$ cat src/rtl/core/sorted_timeout_queue_defines.svh
// ----------------------------------------------------------------------------
// Sorted timeout queue: assertion macros
// Concurrent assertion wrappers; defining ASSERT_OFF compiles them away.
// ----------------------------------------------------------------------------
`ifndef SORTED_TIMEOUT_QUEUE_DEFINES_SVH
`define SORTED_TIMEOUT_QUEUE_DEFINES_SVH
`ifndef ASSERT_OFF
`define STQ_ASSERT(lbl, clk, rst, prop, msg) \
   lbl: assert property (@(posedge clk) disable iff (rst) prop) else $error(msg);
`define STQ_ASSERT_ALWAYS(lbl, clk, prop, msg) \
   lbl: assert property (@(posedge clk) prop) else $error(msg);
`else
`define STQ_ASSERT(lbl, clk, rst, prop, msg)
`define STQ_ASSERT_ALWAYS(lbl, clk, prop, msg)
`endif
`endif

$ cat src/rtl/core/stq_pkg.sv
// ----------------------------------------------------------------------------
// Sorted timeout queue: package
// Item and result types, operation and status codes, time constants.
// ----------------------------------------------------------------------------
package stq_pkg;

   localparam logic [29:0] NS_PER_SEC = 30'd1000000000;
   localparam logic [29:0] RES_NS_RESET = 30'd10000000;
   localparam int CSR_IDX_W = 1;

   localparam logic [CSR_IDX_W-1:0] CSR_RES_SECONDS = 1'b0;
   localparam logic [CSR_IDX_W-1:0] CSR_RES_NANOSECONDS = 1'b1;

   typedef enum logic [1:0] {
      KIND_TICK  = 2'd0,
      KIND_REL   = 2'd1,
      KIND_ABS   = 2'd2,
      KIND_UNREG = 2'd3
   } kind_type;

   typedef enum logic [1:0] {
      STATUS_OK      = 2'd0,
      STATUS_INVALID = 2'd1,
      STATUS_BUSY    = 2'd2
   } status_type;

   typedef struct packed {
      kind_type    kind;
      logic [3:0]  slot;
      logic [31:0] when_s;
      logic [29:0] when_ns;
      logic        slot_bad;
      logic        ns_bad;
   } item_type;

   typedef struct packed {
      status_type  status;
      logic        fired;
      logic [3:0]  fired_slot;
      logic [31:0] left_s;
      logic [29:0] left_ns;
      logic [31:0] now_s;
      logic [29:0] now_ns;
      logic        last;
   } result_type;

endpackage

$ cat src/rtl/core/stq_ram.sv
// ----------------------------------------------------------------------------
// Sorted timeout queue: generic RAM
// One write port, one read port with registered read data.
// ----------------------------------------------------------------------------
module stq_ram #(
   parameter int WIDTH = 62,
   parameter int DEPTH = 16
) (
   input  logic                     clock,
   input  logic                     we,
   input  logic [$clog2(DEPTH)-1:0] waddr,
   input  logic [WIDTH-1:0]         wdata,
   input  logic [$clog2(DEPTH)-1:0] raddr,
   output logic [WIDTH-1:0]         rdata
);

   logic [WIDTH-1:0] mem_ff [DEPTH];
   logic [WIDTH-1:0] rdata_ff;

   always_ff @(posedge clock) begin
      if (we) begin
         mem_ff[waddr] <= wdata;
      end
      rdata_ff <= mem_ff[raddr];
   end

   assign rdata = rdata_ff;

endmodule

$ cat src/rtl/core/stq_fifo.sv
// ----------------------------------------------------------------------------
// Sorted timeout queue: small register FIFO
// Decouples two sides; push/full on one end, pop/empty on the other.
// ----------------------------------------------------------------------------
module stq_fifo #(
   parameter int WIDTH   = 8,
   parameter int ENTRIES = 2
) (
   input  logic             clock,
   input  logic             reset,
   input  logic             push,
   output logic             full,
   input  logic [WIDTH-1:0] push_data,
   input  logic             pop,
   output logic             empty,
   output logic [WIDTH-1:0] pop_data
);

   localparam int PW = $clog2(ENTRIES);
   localparam int CW = $clog2(ENTRIES + 1);

   logic [WIDTH-1:0] data_ff [ENTRIES];
   logic [PW-1:0]    wptr_ff, wptr_in, rptr_ff, rptr_in;
   logic [CW-1:0]    count_ff, count_in;
   logic             do_push, do_pop;

   assign full     = (count_ff == CW'(ENTRIES));
   assign empty    = (count_ff == '0);
   assign do_push  = push && !full;
   assign do_pop   = pop && !empty;
   assign pop_data = data_ff[rptr_ff];

   always_comb begin
      wptr_in  = wptr_ff;
      rptr_in  = rptr_ff;
      count_in = count_ff;
      if (do_push) begin
         wptr_in = (wptr_ff == PW'(ENTRIES - 1)) ? '0 : wptr_ff + 1'b1;
      end
      if (do_pop) begin
         rptr_in = (rptr_ff == PW'(ENTRIES - 1)) ? '0 : rptr_ff + 1'b1;
      end
      if (do_push && !do_pop) begin
         count_in = count_ff + 1'b1;
      end else if (do_pop && !do_push) begin
         count_in = count_ff - 1'b1;
      end
   end

   always_ff @(posedge clock) begin
      if (reset) begin
         wptr_ff  <= '0;
         rptr_ff  <= '0;
         count_ff <= '0;
      end else begin
         wptr_ff  <= wptr_in;
         rptr_ff  <= rptr_in;
         count_ff <= count_in;
      end
   end

   always_ff @(posedge clock) begin
      if (do_push) begin
         data_ff[wptr_ff] <= push_data;
      end
   end

endmodule

$ cat src/rtl/core/stq_front.sv
// ----------------------------------------------------------------------------
// Sorted timeout queue: front end
// Accepts items, flags bad slot and bad nanoseconds, queues them.
// ----------------------------------------------------------------------------
module stq_front
   import stq_pkg::*;
#(
   parameter int SLOTS = 16
) (
   input  logic        clock,
   input  logic        reset,
   input  logic        push,
   output logic        full,
   input  logic [1:0]  kind,
   input  logic [3:0]  slot,
   input  logic [31:0] when_s,
   input  logic [29:0] when_ns,
   input  logic        item_pop,
   output logic        item_valid,
   output item_type    item
);

   item_type             classified;
   logic                 queue_empty;
   logic [$bits(item_type)-1:0] queue_out;

   always_comb begin
      classified.kind     = kind_type'(kind);
      classified.slot     = slot;
      classified.when_s   = when_s;
      classified.when_ns  = when_ns;
      classified.slot_bad = ({1'b0, slot} >= 5'(SLOTS));
      classified.ns_bad   = (when_ns >= NS_PER_SEC);
   end

   stq_fifo #(
      .WIDTH   ($bits(item_type)),
      .ENTRIES (2)
   ) u_queue (
      .clock     (clock),
      .reset     (reset),
      .push      (push),
      .full      (full),
      .push_data (classified),
      .pop       (item_pop),
      .empty     (queue_empty),
      .pop_data  (queue_out)
   );

   assign item_valid = !queue_empty;
   assign item       = item_type'(queue_out);

endmodule

$ cat src/rtl/core/stq_exec.sv
// ----------------------------------------------------------------------------
// Sorted timeout queue: execution back end
// Keeps time, the sorted slot list and due times; runs ticks, registration
// and unregistration, and pushes results into the result queue.
// ----------------------------------------------------------------------------
`include "sorted_timeout_queue_defines.svh"

module stq_exec
   import stq_pkg::*;
#(
   parameter int NSLOT = 16
) (
   input  logic                 clock,
   input  logic                 reset,
   input  logic                 csr_valid,
   output logic                 csr_ready,
   input  logic [CSR_IDX_W-1:0] csr_index,
   input  logic [31:0]          csr_data,
   input  logic                 item_valid,
   output logic                 item_pop,
   input  item_type             item,
   input  logic                 out_full,
   output logic                 out_push,
   output result_type           out_result
);

   localparam int AW = (NSLOT > 1) ? $clog2(NSLOT) : 1;
   localparam int CW = $clog2(NSLOT + 1);
   localparam logic [30:0] NS31 = {1'b0, NS_PER_SEC};

   typedef enum logic [10:0] {
      S_IDLE      = 11'b00000000001,
      S_TICK_NORM = 11'b00000000010,
      S_POP_RD    = 11'b00000000100,
      S_POP_CMP   = 11'b00000001000,
      S_UNREG_RD  = 11'b00000010000,
      S_UNREG_CMP = 11'b00000100000,
      S_REG_NORM  = 11'b00001000000,
      S_REG_WR    = 11'b00010000000,
      S_INS_RD    = 11'b00100000000,
      S_INS_CMP   = 11'b01000000000,
      S_RESP      = 11'b10000000000
   } state_type;

   state_type        state_ff, state_in;
   logic [31:0]      res_s_ff, res_s_in;
   logic [29:0]      res_ns_ff, res_ns_in;
   logic [31:0]      clk_s_ff, clk_s_in;
   logic [29:0]      clk_ns_ff, clk_ns_in;
   logic [NSLOT-1:0] active_ff, active_in;
   logic [CW-1:0]    count_ff, count_in;
   logic             hold_valid_ff, hold_valid_in;
   logic [3:0]       hold_slot_ff, hold_slot_in;
   logic [3:0]       order_ff [NSLOT];
   logic [3:0]       order_in [NSLOT];
   item_type         item_ff, item_in;
   logic [30:0]      acc_ff, acc_in;
   logic [1:0]       carry_ff, carry_in;
   logic [31:0]      new_s_ff, new_s_in;
   logic [29:0]      new_ns_ff, new_ns_in;
   logic [CW-1:0]    idx_ff, idx_in;
   status_type       resp_status_ff, resp_status_in;
   logic             resp_fired_ff, resp_fired_in;
   logic [3:0]       resp_slot_ff, resp_slot_in;
   logic [31:0]      resp_left_s_ff, resp_left_s_in;
   logic [29:0]      resp_left_ns_ff, resp_left_ns_in;

   logic             ram_we;
   logic [AW-1:0]    ram_raddr;
   logic [61:0]      ram_rdata;
   logic [31:0]      due_s;
   logic [29:0]      due_ns;
   logic [AW-1:0]    slot_idx;
   logic [AW-1:0]    head_idx;
   logic [NSLOT-1:0] hit;
   logic [NSLOT-1:0] after;
   logic [30:0]      ns_diff;
   logic [29:0]      left_ns;

   assign csr_ready = 1'b1;
   assign slot_idx  = item_ff.slot[AW-1:0];
   assign head_idx  = order_ff[0][AW-1:0];
   assign due_s     = ram_rdata[61:30];
   assign due_ns    = ram_rdata[29:0];
   assign ns_diff   = {1'b0, due_ns} - {1'b0, clk_ns_ff};
   assign left_ns   = ns_diff[30] ? ns_diff[29:0] + NS_PER_SEC : ns_diff[29:0];

   // list position of the slot being removed, and everything after it
   always_comb begin
      for (int i = 0; i < NSLOT; i++) begin
         hit[i] = (order_ff[i] == item_ff.slot) && (CW'(i) < count_ff);
      end
      after[0] = hit[0];
      for (int i = 1; i < NSLOT; i++) begin
         after[i] = after[i-1] | hit[i];
      end
   end

   always_comb begin
      unique case (state_ff)
         S_UNREG_RD: ram_raddr = slot_idx;
         S_INS_RD:   ram_raddr = order_ff[idx_ff[AW-1:0]][AW-1:0];
         default:    ram_raddr = head_idx;
      endcase
   end

   stq_ram #(
      .WIDTH (62),
      .DEPTH (NSLOT)
   ) u_due_ram (
      .clock (clock),
      .we    (ram_we),
      .waddr (slot_idx),
      .wdata ({new_s_ff, new_ns_ff}),
      .raddr (ram_raddr),
      .rdata (ram_rdata)
   );

   always_comb begin
      state_in        = state_ff;
      res_s_in        = res_s_ff;
      res_ns_in       = res_ns_ff;
      clk_s_in        = clk_s_ff;
      clk_ns_in       = clk_ns_ff;
      active_in       = active_ff;
      count_in        = count_ff;
      hold_valid_in   = hold_valid_ff;
      hold_slot_in    = hold_slot_ff;
      order_in        = order_ff;
      item_in         = item_ff;
      acc_in          = acc_ff;
      carry_in        = carry_ff;
      new_s_in        = new_s_ff;
      new_ns_in       = new_ns_ff;
      idx_in          = idx_ff;
      resp_status_in  = resp_status_ff;
      resp_fired_in   = resp_fired_ff;
      resp_slot_in    = resp_slot_ff;
      resp_left_s_in  = resp_left_s_ff;
      resp_left_ns_in = resp_left_ns_ff;
      item_pop        = 1'b0;
      out_push        = 1'b0;
      ram_we          = 1'b0;

      out_result.status     = resp_status_ff;
      out_result.fired      = resp_fired_ff;
      out_result.fired_slot = resp_slot_ff;
      out_result.left_s     = resp_left_s_ff;
      out_result.left_ns    = resp_left_ns_ff;
      out_result.now_s      = clk_s_ff;
      out_result.now_ns     = clk_ns_ff;
      out_result.last       = 1'b1;

      if (csr_valid) begin
         unique case (csr_index)
            CSR_RES_SECONDS:     res_s_in  = csr_data;
            CSR_RES_NANOSECONDS: res_ns_in = csr_data[29:0];
            default: ;
         endcase
      end

      unique case (state_ff)
         S_IDLE: begin
            resp_status_in  = STATUS_OK;
            resp_fired_in   = 1'b0;
            resp_slot_in    = '0;
            resp_left_s_in  = '0;
            resp_left_ns_in = '0;
            if (item_valid) begin
               item_pop = 1'b1;
               item_in  = item;
               unique case (item.kind)
                  KIND_TICK: begin
                     acc_in   = {1'b0, clk_ns_ff} + {1'b0, res_ns_ff};
                     carry_in = '0;
                     state_in = S_TICK_NORM;
                  end
                  KIND_UNREG: begin
                     if (item.slot_bad || !active_ff[item.slot[AW-1:0]]) begin
                        resp_status_in = STATUS_INVALID;
                        state_in       = S_RESP;
                     end else begin
                        state_in = S_UNREG_RD;
                     end
                  end
                  default: begin
                     if (item.slot_bad || item.ns_bad) begin
                        resp_status_in = STATUS_INVALID;
                        state_in       = S_RESP;
                     end else if (active_ff[item.slot[AW-1:0]]) begin
                        resp_status_in = STATUS_BUSY;
                        state_in       = S_RESP;
                     end else begin
                        acc_in   = {1'b0, clk_ns_ff} + {1'b0, item.when_ns};
                        state_in = S_REG_NORM;
                     end
                  end
               endcase
            end
         end

         S_TICK_NORM: begin
            if (acc_ff >= NS31) begin
               acc_in   = acc_ff - NS31;
               carry_in = carry_ff + 1'b1;
            end else begin
               clk_s_in      = clk_s_ff + res_s_ff + {30'b0, carry_ff};
               clk_ns_in     = acc_ff[29:0];
               hold_valid_in = 1'b0;
               state_in      = S_POP_RD;
            end
         end

         S_POP_RD: begin
            if (count_ff == '0) begin
               resp_fired_in = hold_valid_ff;
               resp_slot_in  = hold_valid_ff ? hold_slot_ff : 4'd0;
               state_in      = S_RESP;
            end else begin
               state_in = S_POP_CMP;
            end
         end

         S_POP_CMP: begin
            if ({clk_s_ff, clk_ns_ff} < {due_s, due_ns}) begin
               resp_fired_in = hold_valid_ff;
               resp_slot_in  = hold_valid_ff ? hold_slot_ff : 4'd0;
               state_in      = S_RESP;
            end else if (!(hold_valid_ff && out_full)) begin
               if (hold_valid_ff) begin
                  out_push              = 1'b1;
                  out_result.status     = STATUS_OK;
                  out_result.fired      = 1'b1;
                  out_result.fired_slot = hold_slot_ff;
                  out_result.left_s     = '0;
                  out_result.left_ns    = '0;
                  out_result.last       = 1'b0;
               end
               hold_valid_in       = 1'b1;
               hold_slot_in        = order_ff[0];
               active_in[head_idx] = 1'b0;
               count_in            = count_ff - 1'b1;
               for (int i = 0; i < NSLOT - 1; i++) begin
                  order_in[i] = order_ff[i+1];
               end
               state_in = S_POP_RD;
            end
         end

         S_UNREG_RD: begin
            state_in = S_UNREG_CMP;
         end

         S_UNREG_CMP: begin
            if ({due_s, due_ns} > {clk_s_ff, clk_ns_ff}) begin
               resp_left_s_in  = due_s - clk_s_ff - {31'b0, ns_diff[30]};
               resp_left_ns_in = left_ns;
            end
            for (int i = 0; i < NSLOT - 1; i++) begin
               if (after[i]) begin
                  order_in[i] = order_ff[i+1];
               end
            end
            active_in[slot_idx] = 1'b0;
            count_in            = count_ff - 1'b1;
            state_in            = S_RESP;
         end

         S_REG_NORM: begin
            if (item_ff.kind == KIND_ABS) begin
               if ({item_ff.when_s, item_ff.when_ns} < {clk_s_ff, clk_ns_ff}) begin
                  resp_status_in = STATUS_INVALID;
                  state_in       = S_RESP;
               end else begin
                  new_s_in  = item_ff.when_s;
                  new_ns_in = item_ff.when_ns;
                  state_in  = S_REG_WR;
               end
            end else begin
               if (acc_ff >= NS31) begin
                  new_ns_in = 30'(acc_ff - NS31);
                  new_s_in  = clk_s_ff + item_ff.when_s + 32'd1;
               end else begin
                  new_ns_in = acc_ff[29:0];
                  new_s_in  = clk_s_ff + item_ff.when_s;
               end
               state_in = S_REG_WR;
            end
         end

         S_REG_WR: begin
            ram_we   = 1'b1;
            idx_in   = '0;
            state_in = S_INS_RD;
         end

         S_INS_RD: begin
            if (idx_ff == count_ff) begin
               order_in[idx_ff[AW-1:0]] = item_ff.slot;
               active_in[slot_idx]      = 1'b1;
               count_in                 = count_ff + 1'b1;
               state_in                 = S_RESP;
            end else begin
               state_in = S_INS_CMP;
            end
         end

         S_INS_CMP: begin
            if ({new_s_ff, new_ns_ff} < {due_s, due_ns}) begin
               for (int i = 1; i < NSLOT; i++) begin
                  if (CW'(i) > idx_ff) begin
                     order_in[i] = order_ff[i-1];
                  end
               end
               order_in[idx_ff[AW-1:0]] = item_ff.slot;
               active_in[slot_idx]      = 1'b1;
               count_in                 = count_ff + 1'b1;
               state_in                 = S_RESP;
            end else begin
               idx_in   = idx_ff + 1'b1;
               state_in = S_INS_RD;
            end
         end

         S_RESP: begin
            if (!out_full) begin
               out_push = 1'b1;
               state_in = S_IDLE;
            end
         end

         default: begin
            state_in = S_IDLE;
         end
      endcase
   end

   always_ff @(posedge clock) begin
      if (reset) begin
         state_ff      <= S_IDLE;
         res_s_ff      <= '0;
         res_ns_ff     <= RES_NS_RESET;
         clk_s_ff      <= '0;
         clk_ns_ff     <= '0;
         active_ff     <= '0;
         count_ff      <= '0;
         hold_valid_ff <= 1'b0;
      end else begin
         state_ff      <= state_in;
         res_s_ff      <= res_s_in;
         res_ns_ff     <= res_ns_in;
         clk_s_ff      <= clk_s_in;
         clk_ns_ff     <= clk_ns_in;
         active_ff     <= active_in;
         count_ff      <= count_in;
         hold_valid_ff <= hold_valid_in;
      end
   end

   always_ff @(posedge clock) begin
      hold_slot_ff    <= hold_slot_in;
      order_ff        <= order_in;
      item_ff         <= item_in;
      acc_ff          <= acc_in;
      carry_ff        <= carry_in;
      new_s_ff        <= new_s_in;
      new_ns_ff       <= new_ns_in;
      idx_ff          <= idx_in;
      resp_status_ff  <= resp_status_in;
      resp_fired_ff   <= resp_fired_in;
      resp_slot_ff    <= resp_slot_in;
      resp_left_s_ff  <= resp_left_s_in;
      resp_left_ns_ff <= resp_left_ns_in;
   end

   `STQ_ASSERT(a_count_matches_active, clock, reset, $countones(active_ff) == int'(count_ff), "pending count differs from active slots")
   `STQ_ASSERT(a_count_in_range, clock, reset, count_ff <= CW'(NSLOT), "pending count over capacity")
   `STQ_ASSERT(a_push_not_full, clock, reset, out_push |-> !out_full, "result pushed into full queue")
   `STQ_ASSERT(a_clock_ns_range, clock, reset, clk_ns_ff < NS_PER_SEC, "current nanoseconds out of range")
   `STQ_ASSERT_ALWAYS(a_reset_clears, clock, reset |=> (count_ff == '0), "reset left pending entries")

endmodule

$ cat src/rtl/core/sorted_timeout_queue.sv
// ----------------------------------------------------------------------------
// Sorted timeout queue: top level
// Timer with a due-time ordered list of slot timeouts.
// ----------------------------------------------------------------------------
// Input items enter through req_push/req_full into a two-entry queue; each
// item is a tick, a relative or absolute registration, or an unregistration.
// Results leave through a two-entry queue read with rsp_empty/rsp_pop; a tick
// gives one result per expired slot (at least one), the others exactly one.
// The last result of an item has rsp_last set.
// One item runs at a time around a due-time RAM with one write and one read
// port. A tick adds the resolution, folds nanosecond carries, then pops
// each expired slot; registration writes the due time, then walks the list
// past each entry ahead of it; refused items answer without touching the list.
// The csr port takes a write in every cycle (csr_ready is always high) and
// should be written only while no item is in flight.
// Reset clears the time, the list and the queues; resolution returns to 0 s
// and 10 ms. A receiver that holds rsp_pop low stalls execution once the
// result queue fills, and the input queue then fills behind it.
// ----------------------------------------------------------------------------
module sorted_timeout_queue
   import stq_pkg::*;
#(
   parameter int DEPTH = 16
) (
   input  logic                 clock,
   input  logic                 reset,
   input  logic                 req_push,
   output logic                 req_full,
   input  logic [1:0]           req_kind,
   input  logic [3:0]           req_slot,
   input  logic [31:0]          req_when_seconds,
   input  logic [29:0]          req_when_nanoseconds,
   output logic                 rsp_empty,
   input  logic                 rsp_pop,
   output logic [1:0]           rsp_status,
   output logic                 rsp_fired,
   output logic [3:0]           rsp_fired_slot,
   output logic [31:0]          rsp_left_seconds,
   output logic [29:0]          rsp_left_nanoseconds,
   output logic [31:0]          rsp_now_seconds,
   output logic [29:0]          rsp_now_nanoseconds,
   output logic                 rsp_last,
   input  logic                 csr_valid,
   output logic                 csr_ready,
   input  logic [CSR_IDX_W-1:0] csr_index,
   input  logic [31:0]          csr_data
);

   localparam int NSLOT = (DEPTH < 16) ? DEPTH : 16;

   logic       item_valid;
   logic       item_pop;
   item_type   item;
   logic       out_full;
   logic       out_push;
   result_type out_result;
   result_type rsp;
   logic [$bits(result_type)-1:0] rsp_raw;

   stq_front #(
      .SLOTS (NSLOT)
   ) u_front (
      .clock      (clock),
      .reset      (reset),
      .push       (req_push),
      .full       (req_full),
      .kind       (req_kind),
      .slot       (req_slot),
      .when_s     (req_when_seconds),
      .when_ns    (req_when_nanoseconds),
      .item_pop   (item_pop),
      .item_valid (item_valid),
      .item       (item)
   );

   stq_exec #(
      .NSLOT (NSLOT)
   ) u_exec (
      .clock      (clock),
      .reset      (reset),
      .csr_valid  (csr_valid),
      .csr_ready  (csr_ready),
      .csr_index  (csr_index),
      .csr_data   (csr_data),
      .item_valid (item_valid),
      .item_pop   (item_pop),
      .item       (item),
      .out_full   (out_full),
      .out_push   (out_push),
      .out_result (out_result)
   );

   stq_fifo #(
      .WIDTH   ($bits(result_type)),
      .ENTRIES (2)
   ) u_rsp_queue (
      .clock     (clock),
      .reset     (reset),
      .push      (out_push),
      .full      (out_full),
      .push_data (out_result),
      .pop       (rsp_pop),
      .empty     (rsp_empty),
      .pop_data  (rsp_raw)
   );

   assign rsp                  = result_type'(rsp_raw);
   assign rsp_status           = rsp.status;
   assign rsp_fired            = rsp.fired;
   assign rsp_fired_slot       = rsp.fired_slot;
   assign rsp_left_seconds     = rsp.left_s;
   assign rsp_left_nanoseconds = rsp.left_ns;
   assign rsp_now_seconds      = rsp.now_s;
   assign rsp_now_nanoseconds  = rsp.now_ns;
   assign rsp_last             = rsp.last;

endmodule

$ cat config.mk
export PLATFORM = sky130hd
export DESIGN_NAME = sorted_timeout_queue
export DESIGN_NICKNAME = d
export VERILOG_FILES = /design/src/rtl/core/stq_pkg.sv /design/src/rtl/core/stq_ram.sv /design/src/rtl/core/stq_fifo.sv /design/src/rtl/core/stq_front.sv /design/src/rtl/core/stq_exec.sv /design/src/rtl/core/sorted_timeout_queue.sv
export VERILOG_INCLUDE_DIRS = /design/src /design/src/rtl/core
export SDC_FILE = /design/constraint.sdc
export NUM_CORES = 2
export LEC_CHECK = 0
export BUFFER_PORTS_ARGS = -buffer_cell sky130_fd_sc_hd__buf_2
export CAP_MARGIN = 20
export CORE_MARGIN = 2
export CORE_UTILIZATION = 50
export DETAILED_ROUTE_END_ITERATION = 16
export PLACE_DENSITY = 0.68
export SLEW_MARGIN = 15
export SYNTH_ARGS = -nofsm -noshare
export SYNTH_HDL_FRONTEND = slang
export SYNTH_SLANG_ARGS = --single-unit
export TNS_END_PERCENT = 50
$ cat constraint.sdc
create_clock -name clock -period 8.9 [get_ports clock]
set_input_delay 2.225 -clock clock [delete_from_list [all_inputs] [get_ports clock]]
set_output_delay 2.225 -clock clock [all_outputs]
set_load 0.02 [all_outputs]
==> results.py <==
metrics = {
    "min_path": {
        "hold_path.class": "reg2reg",
        "worstHoldStart": "u_exec.clk_s_ff[27]$_SDFFE_PP0P_",
    },
    "yosys": {
        "avgSynthCellArea_sq_um": 11.9,
        "ys_types": 104,
        "synth_edf_count": 1699,
        "synth_area_leaders": "edfxtp_1, ha_1, dfxtp_1",
        "yosysTopAreaCell": "edfxtp_1",
        "synth_top_area_share": 0.555,
        "yosysMostFrequentCell": "edfxtp_1",
        "synth_ff_type": "edfxtp_1",
        "async_flop_share": 0,
        "synth_common_cells": "edfxtp_1, nand2_1, a21oi_1, ha_1, nor2_1",
        "synth_fp_nets": 8242,
        "syn_inst": 7718,
        "yosys_warnings": 0,
        "netlist_area_sq_um": 92000,
        "ys_seq_area_frac": 0.605,
        "synth_seq_cells": 1928,
    },
    "placed_design": {
        "place_inst": 10100,
        "dp_hpwl_microns": 180000,
        "portBuffers": 239,
        "gp_congestion": 0.987,
    },
    "grt": {
        "grt_first_pass_wirelength_microns": 392000,
        "globalRouteTotalUtil": 0.281,
        "grt_antenna_before_repair": 11,
        "grt_start_max_net_pins": 196,
        "grt_pass1_vias": 60300,
        "gr-total-overflow": 0,
    },
    "floorplan": {
        "core_area_sq_um": 183000,
        "die_h_microns": 433,
        "fp.dieW_microns": 433,
        "dieArea_sq_um": 187000,
        "initial_core_util": 0.503,
        "io_pins": 241,
        "rows": 157,
    },
    "routing": {
        "drtIter0Drc": 6963,
        "drc": 0,
        "vias": 63800,
        "viasPerCell": 6.09,
        "wl_microns": 270000,
        "dr.pass1.iters": 6,
        "wl_per_cell_microns": 25.8,
        "ant_nets": 0,
    },
    "critical_path": {
        "crit_fanout": 26,
        "critPathLaunchType": "flop",
        "worstPathRequired_ns": 9.43,
        "r2r_start": "u_exec.clk_ns_ff[0]$_SDFFE_PP0P_",
        "arrival_ns": 7.93,
        "end_kind": "flop",
        "crit_path_start": "u_exec.clk_ns_ff[0]$_SDFFE_PP0P_",
        "path_class": "reg2reg",
    },
    "clock_network": {
        "clk_latency_ns": 0.85,
        "cts.clk_slew.worst_paths_ns": 0.06,
        "post-cts-setup-buffers": 0,
        "cts-root-buf": "clkbuf_16",
        "cts_hold_buf": 0,
        "ctsResizeCount": 0,
        "clockBufferDepth": 3,
        "h-tree-depth": 4,
        "cts_tree": "built",
        "cts_buffers": 193,
        "clock_sinks": 1928,
    },
    "sta": {
        "final-setup-viol-count": 0,
        "slew_headroom": 0.129,
        "drv_slew": 0,
        "rsz0062_at_grt": "false",
        "fmax_mhz": 135,
        "whs_ns": 0.463,
        "fin_crit_sh": 0.831,
        "finalClockSkew_ns": 0.0409,
        "worstMarginPinSlew_ns": 1.31,
        "min_period_ns": 7.39,
        "finalHoldViolCount": 0,
        "fin_setup_tns_ns": 0,
    },
    "layout": {
        "fillers": 15000,
        "fin_cells": 10500,
        "drive_above_1_share": 0.123,
        "syn_to_final_growth_pct": 11.0,
        "num-nets-final": 8355,
        "finalCoreUtilization": 0.558,
    },
    "job": {
        "maxCapViolCount": 0,
    },
    "pwr": {
        "p_leak_nw": 36.4,
        "ir_worst_vdd_uv": 308,
        "p_per_area_nw_per_um2": 228,
    },
    "status": {
        "status": "complete, no violations",
    },
}
sequential cells by signal, indices dropped and copies added (netlist names), 30 cells and up, named ones only:
name / cells
u_exec.u_due_ram.rdata: 62
u_exec.res_ns_ff: 30
u_exec.u_due_ram.mem_ff: 992
u_exec.item_ff: 64
u_exec.resp_left_s_ff: 32
u_exec.res_s_ff: 32
u_exec.new_ns_ff: 30
u_exec.clk_s_ff: 32
u_exec.order_ff: 60
u_rsp_queue.data_ff: 264
u_exec.new_s_ff: 32
u_exec.clk_ns_ff: 30
u_front.u_queue.data_ff: 138
u_exec.acc_ff: 31
u_exec.resp_left_ns_ff: 30
per-stage QoR:
step / worst slack (ns) / instance area, sq um / total power, mW
after global routing: 0.784 / 102000 / 24.1
final: 1.51 / 102000 / 23.3
after detailed placement: 1.67 / 95800 / 15.4
after CTS: 1.64 / 102000 / 23.3
after global placement: 1.69 / 95800 / 15.4
after floorplan: -0.136 / 92000 / 13.9
layout make-up:
cell class | instances | area (sq um) | share of cell area
clock buffer | 266 | 5370 | 0.0526
multi-input combinational | 5089 | 34000 | 0.333
timing repair buffer | 347 | 2150 | 0.0211
antenna | 3 | 7.51 | 0.0000735
clock inverter | 97 | 852 | 0.00834
inverter | 272 | 1020 | 0.0100
sequential | 1928 | 55600 | 0.545
tap | 2464 | 3080 | 0.0302
critical path: stages (launching register included):
cell and delay, ns:
dfxtp_1 0.38, ha_1 0.25, fa_1 0.40, nand2b_1 0.19
a21oi_2 0.24, o211ai_1 0.23, and4b_1 0.25, o31ai_1 0.36
a21oi_1 0.17, nor2b_1 0.24, or3_1 0.61, inv_1 0.36
fa_1 0.59, inv_1 0.05, ha_1 0.18, nor2_1 0.12
fa_1 0.23, a21boi_0 0.13, o211ai_1 0.23, a21oi_1 0.15
o311ai_0 0.36, nand3_1 0.21, o31ai_1 0.35, o21ai_0 0.19
a21o_1 0.20, a21oi_1 0.18, xor2_1 0.18, nor2_1 0.05
layer usage:
metal,up-vias,share of wire,global-route usage,wire (microns)
met5,-,0.00037,0,99
met4,14,0.037,0.101,9990
met3,497,0.079,0.0448,21300
met2,2797,0.46,0.439,123000
met1,31600,0.43,0.398,115000
li1,28800,-,-,-
placed cells by master, fill, tap and decap left out, types with 18 or more instances in the layout:
cell and n:
nand2b_1 37, xor2_1 115, a31oi_1 154, a21o_1 100
o21ai_0 234, o21bai_1 33, and2_0 18, nand2_1 1066
nand3_1 68, buf_2 238, dfxtp_1 227, nor2_1 379
mux2i_1 40, mux2_2 233, nor2b_1 110, a22oi_1 33
nand4_1 54, a311oi_1 127, buf_4 97, a211oi_1 374
and2_1 279, o211ai_1 21, xnor2_1 150, nor3_1 76
o31ai_1 27, nand3b_1 19, clkbuf_16 197, clkbuf_8 18
nor2_4 21, a21oi_1 539, edfxtp_1 1699, clkinv_1 35
nor4_1 23, clkinv_2 30, inv_1 269, and3_1 29
or3_1 32, clkbuf_1 51, ha_1 403
path summary, 6_finish.rpt:
| check | endpoint | slack (ns) | cells past startpoint |
|---|---|---|---|
| setup / recovery | u_exec.resp_left_s_ff[24]$_SDFFCE_PN0P_ | 1.51 | 27 |
| hold / removal | u_exec.clk_s_ff[27]$_SDFFE_PP0P_ | 0.46 | 2 |
| setup reg to reg | u_exec.resp_left_s_ff[24]$_SDFFCE_PN0P_ | 1.51 | 27 |
| hold reg to reg | u_exec.clk_s_ff[27]$_SDFFE_PP0P_ | 0.46 | 2 |
cell families after synthesis:
| group | after synthesis | share of synthesized area |
|---|---|---|
| and+or+nand+nor | 2294 | 0.116 |
| DFF | 1928 | 0.605 |
| AOI/OAI and AO/OA | 1823 | 0.130 |
| buffers and inverters | 701 | 0.0291 |
| adders and majority gates | 418 | 0.0581 |
| muxes | 287 | 0.0361 |
| xor gates and xnor gates | 266 | 0.0254 |
| other | 1 | 0.0000408 |
power by group:
part	total [mW]	leakage, nW	switching, mW	internal, mW
registers	11.1	17.4	0.489	10.7
clock network	7.97	3.04	3.49	4.48
logic	4.18	15.9	2.73	1.45
total	23.3	36.4	6.71	16.6
Power figures use the tool's default switching activity.
